**src/design/toqe_pkg.sv**
```systemverilog
`timescale 1ns / 1ps
package toqe_pkg;

  localparam int TABLE_DEPTH_DEF = 16;
  localparam int TIME_W          = 32;
  localparam int SIZE_W          = 16;
  localparam int TAG_W           = 16;
  localparam int LIMIT_W         = 20;
  localparam int KIND_W          = 2;
  localparam logic [LIMIT_W-1:0] SIZE_LIMIT_RST = 20'd512;
  localparam logic [LIMIT_W-1:0] TOTAL_MAX      = 20'hFFFFF;

  localparam logic [KIND_W-1:0] KIND_ACK   = 2'd0;
  localparam logic [KIND_W-1:0] KIND_EVICT = 2'd1;
  localparam logic [KIND_W-1:0] KIND_DONE  = 2'd2;

  localparam logic MODE_INSERT = 1'b0;
  localparam logic MODE_TRIM   = 1'b1;

  typedef struct packed {
    logic [TIME_W-1:0] time_key;
    logic [SIZE_W-1:0] size_units;
    logic [TAG_W-1:0]  file_tag;
  } entry_t;

  typedef enum logic [2:0] {
    ST_IDLE,
    ST_INS_RD,
    ST_INS_CMP,
    ST_TRIM_CHK,
    ST_SCAN_RD,
    ST_SCAN_CMP,
    ST_SHIFT_RD,
    ST_SHIFT_WR
  } state_t;

endpackage

```
**src/design/time_ordered_quota_evictor_core.sv**
```systemverilog
`timescale 1ns / 1ps
// channel  | handshake              | word
// ---------+------------------------+-------------------------------------------
// in_      | start && !busy         | mode, time_key, size_units, file_tag
// out_     | out_valid, one cycle   | kind, rejected, entry_time/size/tag, total
// cfg_     | cfg_valid && cfg_ready | size_limit (20 bits), ready always high
//
// Insert: each stored entry with a later key is read and written back one
// place up through the single table memory, then the new entry is written;
// a full table rejects. Trim: per eviction a minimum search over all entries
// and a move down of the entries above it, then a done word; outputs registered.
// Reset clears count, total and state, sets limit to 512; table holds no reset.
// The receiver cannot stall; busy holds off start while a word is in work.
module time_ordered_quota_evictor_core #(
  parameter int TABLE_DEPTH = toqe_pkg::TABLE_DEPTH_DEF
) (
  input  logic                           clk,
  input  logic                           rst_n,
  input  logic                           start,
  output logic                           busy,
  input  logic                           in_mode,
  input  logic [toqe_pkg::TIME_W-1:0]    in_time_key,
  input  logic [toqe_pkg::SIZE_W-1:0]    in_size_units,
  input  logic [toqe_pkg::TAG_W-1:0]     in_file_tag,
  output logic                           out_valid,
  output logic [toqe_pkg::KIND_W-1:0]    out_kind,
  output logic                           out_rejected,
  output logic [toqe_pkg::TIME_W-1:0]    out_entry_time,
  output logic [toqe_pkg::SIZE_W-1:0]    out_entry_size,
  output logic [toqe_pkg::TAG_W-1:0]     out_entry_tag,
  output logic [toqe_pkg::LIMIT_W-1:0]   out_total_size,
  output logic                           out_last,
  input  logic                           cfg_valid,
  output logic                           cfg_ready,
  input  logic [toqe_pkg::LIMIT_W-1:0]   cfg_size_limit
);

  localparam int AW    = (TABLE_DEPTH > 1) ? $clog2(TABLE_DEPTH) : 1;
  localparam int CNT_W = $clog2(TABLE_DEPTH + 1);
  localparam int SUM_W = $clog2(TABLE_DEPTH * 65535 + 1);
  localparam int TOT_W = (SUM_W > toqe_pkg::LIMIT_W) ? SUM_W : toqe_pkg::LIMIT_W;
  localparam int XW    = CNT_W + 1;

  toqe_pkg::entry_t mem [TABLE_DEPTH];
  toqe_pkg::entry_t rdata_r;
  logic             mem_we;
  logic [AW-1:0]    mem_waddr, mem_raddr;
  toqe_pkg::entry_t mem_wdata;

  toqe_pkg::state_t state_r, state_nxt;
  logic [CNT_W-1:0] count_r, count_nxt;
  logic [TOT_W-1:0] total_r, total_nxt;
  logic [toqe_pkg::LIMIT_W-1:0] limit_r;
  toqe_pkg::entry_t new_r, new_nxt;
  logic [AW-1:0]    idx_r, idx_nxt;
  logic [CNT_W-1:0] scan_r, scan_nxt;
  logic [AW-1:0]    min_idx_r, min_idx_nxt;
  toqe_pkg::entry_t min_r, min_nxt;

  logic                         ov_nxt, orej_nxt, olast_nxt;
  logic [toqe_pkg::KIND_W-1:0]  okind_nxt;
  toqe_pkg::entry_t             oent_nxt;
  logic [TOT_W-1:0]             otot_src;
  logic [toqe_pkg::LIMIT_W-1:0] otot_nxt;

  logic accept, over_limit, shift_more;

  assign accept     = start && (state_r == toqe_pkg::ST_IDLE);
  assign busy       = (state_r != toqe_pkg::ST_IDLE);
  assign cfg_ready  = 1'b1;
  assign over_limit = (total_r > TOT_W'(limit_r)) && (count_r != '0);
  assign shift_more = (XW'(idx_r) + XW'(1)) < XW'(count_r);

  always_ff @(posedge clk) begin
    if (mem_we) begin
      mem[mem_waddr] <= mem_wdata;
    end
    rdata_r <= mem[mem_raddr];
  end

  always_comb begin
    state_nxt = state_r;
    case (state_r)
      toqe_pkg::ST_IDLE: begin
        if (accept && in_mode == toqe_pkg::MODE_TRIM) begin
          state_nxt = toqe_pkg::ST_TRIM_CHK;
        end else if (accept && XW'(count_r) < XW'(TABLE_DEPTH)) begin
          state_nxt = toqe_pkg::ST_INS_RD;
        end
      end
      toqe_pkg::ST_INS_RD: begin
        if (idx_r == '0) begin
          state_nxt = toqe_pkg::ST_IDLE;
        end else begin
          state_nxt = toqe_pkg::ST_INS_CMP;
        end
      end
      toqe_pkg::ST_INS_CMP: begin
        if (rdata_r.time_key > new_r.time_key) begin
          state_nxt = toqe_pkg::ST_INS_RD;
        end else begin
          state_nxt = toqe_pkg::ST_IDLE;
        end
      end
      toqe_pkg::ST_TRIM_CHK: begin
        if (over_limit) begin
          state_nxt = toqe_pkg::ST_SCAN_RD;
        end else begin
          state_nxt = toqe_pkg::ST_IDLE;
        end
      end
      toqe_pkg::ST_SCAN_RD:  state_nxt = toqe_pkg::ST_SCAN_CMP;
      toqe_pkg::ST_SCAN_CMP: begin
        if (XW'(scan_r) + XW'(1) >= XW'(count_r)) begin
          state_nxt = toqe_pkg::ST_SHIFT_RD;
        end else begin
          state_nxt = toqe_pkg::ST_SCAN_RD;
        end
      end
      toqe_pkg::ST_SHIFT_RD: begin
        if (shift_more) begin
          state_nxt = toqe_pkg::ST_SHIFT_WR;
        end else begin
          state_nxt = toqe_pkg::ST_TRIM_CHK;
        end
      end
      toqe_pkg::ST_SHIFT_WR: state_nxt = toqe_pkg::ST_SHIFT_RD;
      default:               state_nxt = toqe_pkg::ST_IDLE;
    endcase
  end

  always_comb begin
    count_nxt   = count_r;
    total_nxt   = total_r;
    new_nxt     = new_r;
    idx_nxt     = idx_r;
    scan_nxt    = scan_r;
    min_idx_nxt = min_idx_r;
    min_nxt     = min_r;
    mem_we      = 1'b0;
    mem_waddr   = idx_r;
    mem_raddr   = idx_r;
    mem_wdata   = new_r;
    ov_nxt      = 1'b0;
    okind_nxt   = toqe_pkg::KIND_ACK;
    orej_nxt    = 1'b0;
    olast_nxt   = 1'b1;
    oent_nxt    = '0;
    otot_src    = total_r;
    case (state_r)
      toqe_pkg::ST_IDLE: begin
        if (accept) begin
          new_nxt = '{in_time_key, in_size_units, in_file_tag};
          idx_nxt = AW'(count_r);
          if (in_mode == toqe_pkg::MODE_INSERT &&
              XW'(count_r) >= XW'(TABLE_DEPTH)) begin
            ov_nxt   = 1'b1;
            orej_nxt = 1'b1;
          end
        end
      end
      toqe_pkg::ST_INS_RD: begin
        mem_raddr = idx_r - AW'(1);
        if (idx_r == '0) begin
          mem_we    = 1'b1;
          count_nxt = count_r + CNT_W'(1);
          total_nxt = total_r + TOT_W'(new_r.size_units);
          ov_nxt    = 1'b1;
          otot_src  = total_nxt;
        end
      end
      toqe_pkg::ST_INS_CMP: begin
        mem_we = 1'b1;
        if (rdata_r.time_key > new_r.time_key) begin
          mem_wdata = rdata_r;
          idx_nxt   = idx_r - AW'(1);
        end else begin
          count_nxt = count_r + CNT_W'(1);
          total_nxt = total_r + TOT_W'(new_r.size_units);
          ov_nxt    = 1'b1;
          otot_src  = total_nxt;
        end
      end
      toqe_pkg::ST_TRIM_CHK: begin
        scan_nxt = '0;
        if (!over_limit) begin
          ov_nxt    = 1'b1;
          okind_nxt = toqe_pkg::KIND_DONE;
        end
      end
      toqe_pkg::ST_SCAN_RD: begin
        mem_raddr = scan_r[AW-1:0];
      end
      toqe_pkg::ST_SCAN_CMP: begin
        if (scan_r == '0 || rdata_r.size_units < min_r.size_units) begin
          min_nxt     = rdata_r;
          min_idx_nxt = scan_r[AW-1:0];
        end
        scan_nxt = scan_r + CNT_W'(1);
        idx_nxt  = min_idx_nxt;
      end
      toqe_pkg::ST_SHIFT_RD: begin
        mem_raddr = idx_r + AW'(1);
        if (!shift_more) begin
          count_nxt = count_r - CNT_W'(1);
          total_nxt = total_r - TOT_W'(min_r.size_units);
          ov_nxt    = 1'b1;
          okind_nxt = toqe_pkg::KIND_EVICT;
          olast_nxt = 1'b0;
          oent_nxt  = min_r;
          otot_src  = total_nxt;
        end
      end
      toqe_pkg::ST_SHIFT_WR: begin
        mem_we    = 1'b1;
        mem_wdata = rdata_r;
        idx_nxt   = idx_r + AW'(1);
      end
      default: begin
      end
    endcase
    if (otot_src > TOT_W'(toqe_pkg::TOTAL_MAX)) begin
      otot_nxt = toqe_pkg::TOTAL_MAX;
    end else begin
      otot_nxt = otot_src[toqe_pkg::LIMIT_W-1:0];
    end
  end

  always_ff @(posedge clk) begin
    if (!rst_n) begin
      state_r   <= toqe_pkg::ST_IDLE;
      count_r   <= '0;
      total_r   <= '0;
      limit_r   <= toqe_pkg::SIZE_LIMIT_RST;
      out_valid <= 1'b0;
    end else begin
      state_r   <= state_nxt;
      count_r   <= count_nxt;
      total_r   <= total_nxt;
      out_valid <= ov_nxt;
      if (cfg_valid && cfg_ready) begin
        limit_r <= cfg_size_limit;
      end
    end
  end

  always_ff @(posedge clk) begin
    new_r          <= new_nxt;
    idx_r          <= idx_nxt;
    scan_r         <= scan_nxt;
    min_idx_r      <= min_idx_nxt;
    min_r          <= min_nxt;
    out_kind       <= okind_nxt;
    out_rejected   <= orej_nxt;
    out_last       <= olast_nxt;
    out_entry_time <= oent_nxt.time_key;
    out_entry_size <= oent_nxt.size_units;
    out_entry_tag  <= oent_nxt.file_tag;
    out_total_size <= otot_nxt;
  end

  a_count_bound: assert property (@(posedge clk) disable iff (!rst_n)
    XW'(count_r) <= XW'(TABLE_DEPTH))
    else $error("entry count beyond table depth");

  a_evict_not_last: assert property (@(posedge clk) disable iff (!rst_n)
    out_valid && out_kind == toqe_pkg::KIND_EVICT |-> !out_last && !out_rejected)
    else $error("eviction word marked last or rejected");

  a_start_busy: assert property (@(posedge clk) disable iff (!rst_n)
    accept && in_mode == toqe_pkg::MODE_TRIM |=> busy)
    else $error("trim accepted without going busy");

  a_last_idle: assert property (@(posedge clk) disable iff (!rst_n)
    out_valid && out_last |-> !busy || $past(accept))
    else $error("last word while work still pending");

endmodule
```
**config.mk**
```make
export PLATFORM = sky130hd
export DESIGN_NAME = time_ordered_quota_evictor_core
export DESIGN_NICKNAME = d
export VERILOG_FILES = /design/src/design/toqe_pkg.sv /design/src/design/time_ordered_quota_evictor_core.sv
export SDC_FILE = /design/constraint.sdc
export NUM_CORES = 2
export LEC_CHECK = 0
export ABC_AREA = 1
export BUFFER_PORTS_ARGS = -buffer_cell sky130_fd_sc_hd__buf_2
export CELL_PAD_IN_SITES_DETAIL_PLACEMENT = 1
export CELL_PAD_IN_SITES_GLOBAL_PLACEMENT = 1
export CORE_UTILIZATION = 37
export DETAILED_ROUTE_END_ITERATION = 10
export PLACE_DENSITY_LB_ADDON = 0.08
export SYNTH_ARGS = -nofsm -noshare
export SYNTH_HDL_FRONTEND = slang
export SYNTH_SLANG_ARGS = --single-unit
```
**constraint.sdc**
```tcl
create_clock -name clk -period 5.85 [get_ports clk]
set_input_delay 0.585 -clock clk [delete_from_list [all_inputs] [get_ports clk]]
set_output_delay 0.585 -clock clk [all_outputs]
set_load 0.05 [all_outputs]
```
==> impl_metrics.json <==
{
  "grt_pass1_wl_um": 251500,
  "fin_area_sq_um": 66470,
  "track_usage_pct": 21.74,
  "ctsHtreeMaxLevel": 4,
  "synth_seq_cells": 1366,
  "vias_per_cell": 5.092,
  "cellLeakagePower_nw": 26.09,
  "die_width_um": 394.8,
  "cts_buffers": 156,
  "cts_tree": "built",
  "tns_ns": 0,
  "postSynthCellCount": 4963,
  "period_needed_ns": 4.357,
  "drive_above_1_share_pct": 10.40,
  "dpl.hpwl_um": 95950,
  "fmax_mhz": 229.5,
  "syn_area_sq_um": 57100,
  "avgSynthCellArea_sq_um": 11.50,
  "cts_sinks": 1366,
  "yosysWarnings": 0,
  "crit_arrival_ns": 4.75,
  "core_area_sq_um": 152600,
  "antenna-diode-count": 0,
  "nets": 5426,
  "remaining_drc_errors": 0,
  "period_share_pct": 74.48,
  "power_density_nw_per_um2": 464.7,
  "dpl-instance-area_sq_um": 60770,
  "grt_max_degree": 167,
  "rrSetupSlack_ns": 1.49,
  "area_growth_pct": 16.42,
  "max_slew_margin_pct": 5.614,
  "setup_viol": 0,
  "post_cts_buffers": 0,
  "path_clk_slew_ns": 0.06,
  "place.port_buffers": 178,
  "skew_ns": 0.03807,
  "start_util_pct": 37.41,
  "final_cell_mix": "1,165 x edfxtp_1, 939 x nand2_1, 756 x inv_1",
  "ir_drop_v": 0.0003746,
  "layout_commonest_cell": "edfxtp_1",
  "finalPower_w": 0.03089,
  "wl_um": 170100,
  "ant_nets": 0,
  "tightest_slew_ns": 1.408,
  "cts.path.max_buffers": 3,
  "wl_per_cell_um": 23.06,
  "seq_area_frac_synth_pct": 68.32,
  "antenna_found_initial": 0,
  "rows": 143,
  "drtPass1Iterations": 5,
  "gp_congestion": 0.8253,
  "cap_violations": 0,
  "maxSlewViolCount": 0,
  "start_kind": "register",
  "num_io_pins": 180,
  "die-area_sq_um": 155900,
  "hold_class": "input pin to register",
  "synth_fp_nets": 5175,
  "via_count": 37548,
  "cp_max_fo": 21,
  "insertion_delay_ns": 0.79,
  "cp_data_required_time_ns": 6.25,
  "outcome": "complete, no violations",
  "crit_type": "register to register",
  "drt-initial-drc-count": 2004,
  "cts_root_buffer": "clkbuf_16",
  "fp.dieH_um": 394.8,
  "rsz0062_at_grt": "no",
  "grt_pass1_vias": 37958,
  "ys_types": 50,
  "grt_overflow": 0,
  "endpoint_kind": "register",
  "hold_viol_final": 0
}
what timing repair did:
action	4_1_cts	5_1_grt
gates resized for setup	0	0
endpoints found under the hold margin	59	0
hold buffers	59	0
report_power, final:
group | internal (W) | switching, W | total (W)
Sequential | 0.0118 | 0.000492 | 0.0123
Combinational | 0.00261 | 0.00630 | 0.00891
Clock | 0.00562 | 0.00407 | 0.00969
layout make-up:
class                      count  area (sq um)
timing repair buffer         344          2723
multi-input combinational   2580         14190
tap                         2030          2540
inverter                     766          2893
clock inverter                67         734.5
clock buffer                 221          4379
fill                       16162         86150
sequential                  1366         39010
through the flow:
step	hold WS, ns	util (%)	worst slack [ns]	instances
final	0.03737	43.55	1.493	7374
after global routing	0.003096	43.55	1.212	7374
after CTS	0.006404	43.55	1.388	7374
after detailed placement	0.4190	39.82	1.422	7027
after global placement	0.4171	39.82	1.523	7027
after floorplan	0.4082	-	-0.3468	4963
synthesized netlist by cell type (all sizes together):
library cell	number	area (sq um)
and2	3	18.77
a21boi	1	7.510
buf	171	879.6
nand3	246	1249
clkinv	3	11.26
a22oi	3	22.52
ha	120	1501
clkbuf	80	300.3
conb	1	3.750
o21ai	367	1852
o31ai	1	7.510
fa	3	60.06
nand2	943	3550
nor3b	1	12.51
o22ai	3	18.77
xnor2	12	105.1
a31oi	3	18.77
and3	1	6.260
o211ai	514	3859
nor2	166	625.6
nand4	13	81.33
a211oi	1	7.510
nor4	3	18.77
o21a	2	15.01
o21bai	7	52.55
nor3	15	75.07
nand3b	5	37.54
inv	763	2867
dfxtp	201	4024
a21o	6	45.04
or2	2	12.51
edfxtp	1165	34980
a31o	1	8.760
xor2	16	140.1
a21oi	119	603.1
o2111ai	2	17.52
cells by family after synthesis:
logic type	Yosys count	synth area share, %
adder cells (fa/ha/maj)	123	2.735
buffers and inverters	1017	7.107
AND/OR/NAND/NOR	1398	9.960
XOR/XNOR	28	0.4295
other	1	0.006568
AO/OA/AOI/OAI	1030	11.45
flip-flops	1366	68.32
sequential cells by signal, summed over array words and instances (netlist names), 5 cells and up:
| signal | count |
|---|---|
| total_r | 20 |
| out_total_size | 20 |
| out_entry_time | 32 |
| count_r | 5 |
| new_r | 64 |
| out_entry_size | 16 |
| out_entry_tag | 16 |
| limit_r | 20 |
| min_r | 64 |
| mem | 1024 |
| rdata_r | 64 |
| scan_r | 5 |
worst max-delay path, stage by stage, from the launching register on:
cell      delay [ns]
edfxtp_1        0.32
inv_1           0.05
ha_1            0.29
nand2_1         0.07
nor2_1          0.14
nand3b_1        0.19
nor3b_2         0.43
nand4_1         0.53
nand2_1         0.40
nand2_2         0.60
buf_4           0.50
nand3_1         0.11
nand2_1         0.33
path summary, 6_finish.rpt:
path	from	to	depth (start not counted)
min	in_time_key[8]	new_r[40]$_DFFE_PP_	1
max reg2reg	new_r[55]$_DFFE_PP_	mem[1][6]$_DFFE_PP_	12
min reg2reg	rdata_r[13]$_DFF_P_	min_r[13]$_DFFE_PP_	0
max	new_r[55]$_DFFE_PP_	mem[1][6]$_DFFE_PP_	12
per-layer routing:
layer,vias to the layer above,GRT usage (%),part of all wire [%]
met4,0,4.880,1.8
met3,209,2.845,3.1
met2,541,36.38,48
li1,17781,-,-
met1,19017,29.99,47
met5,-,0,0
Power figures use the tool's default switching activity.
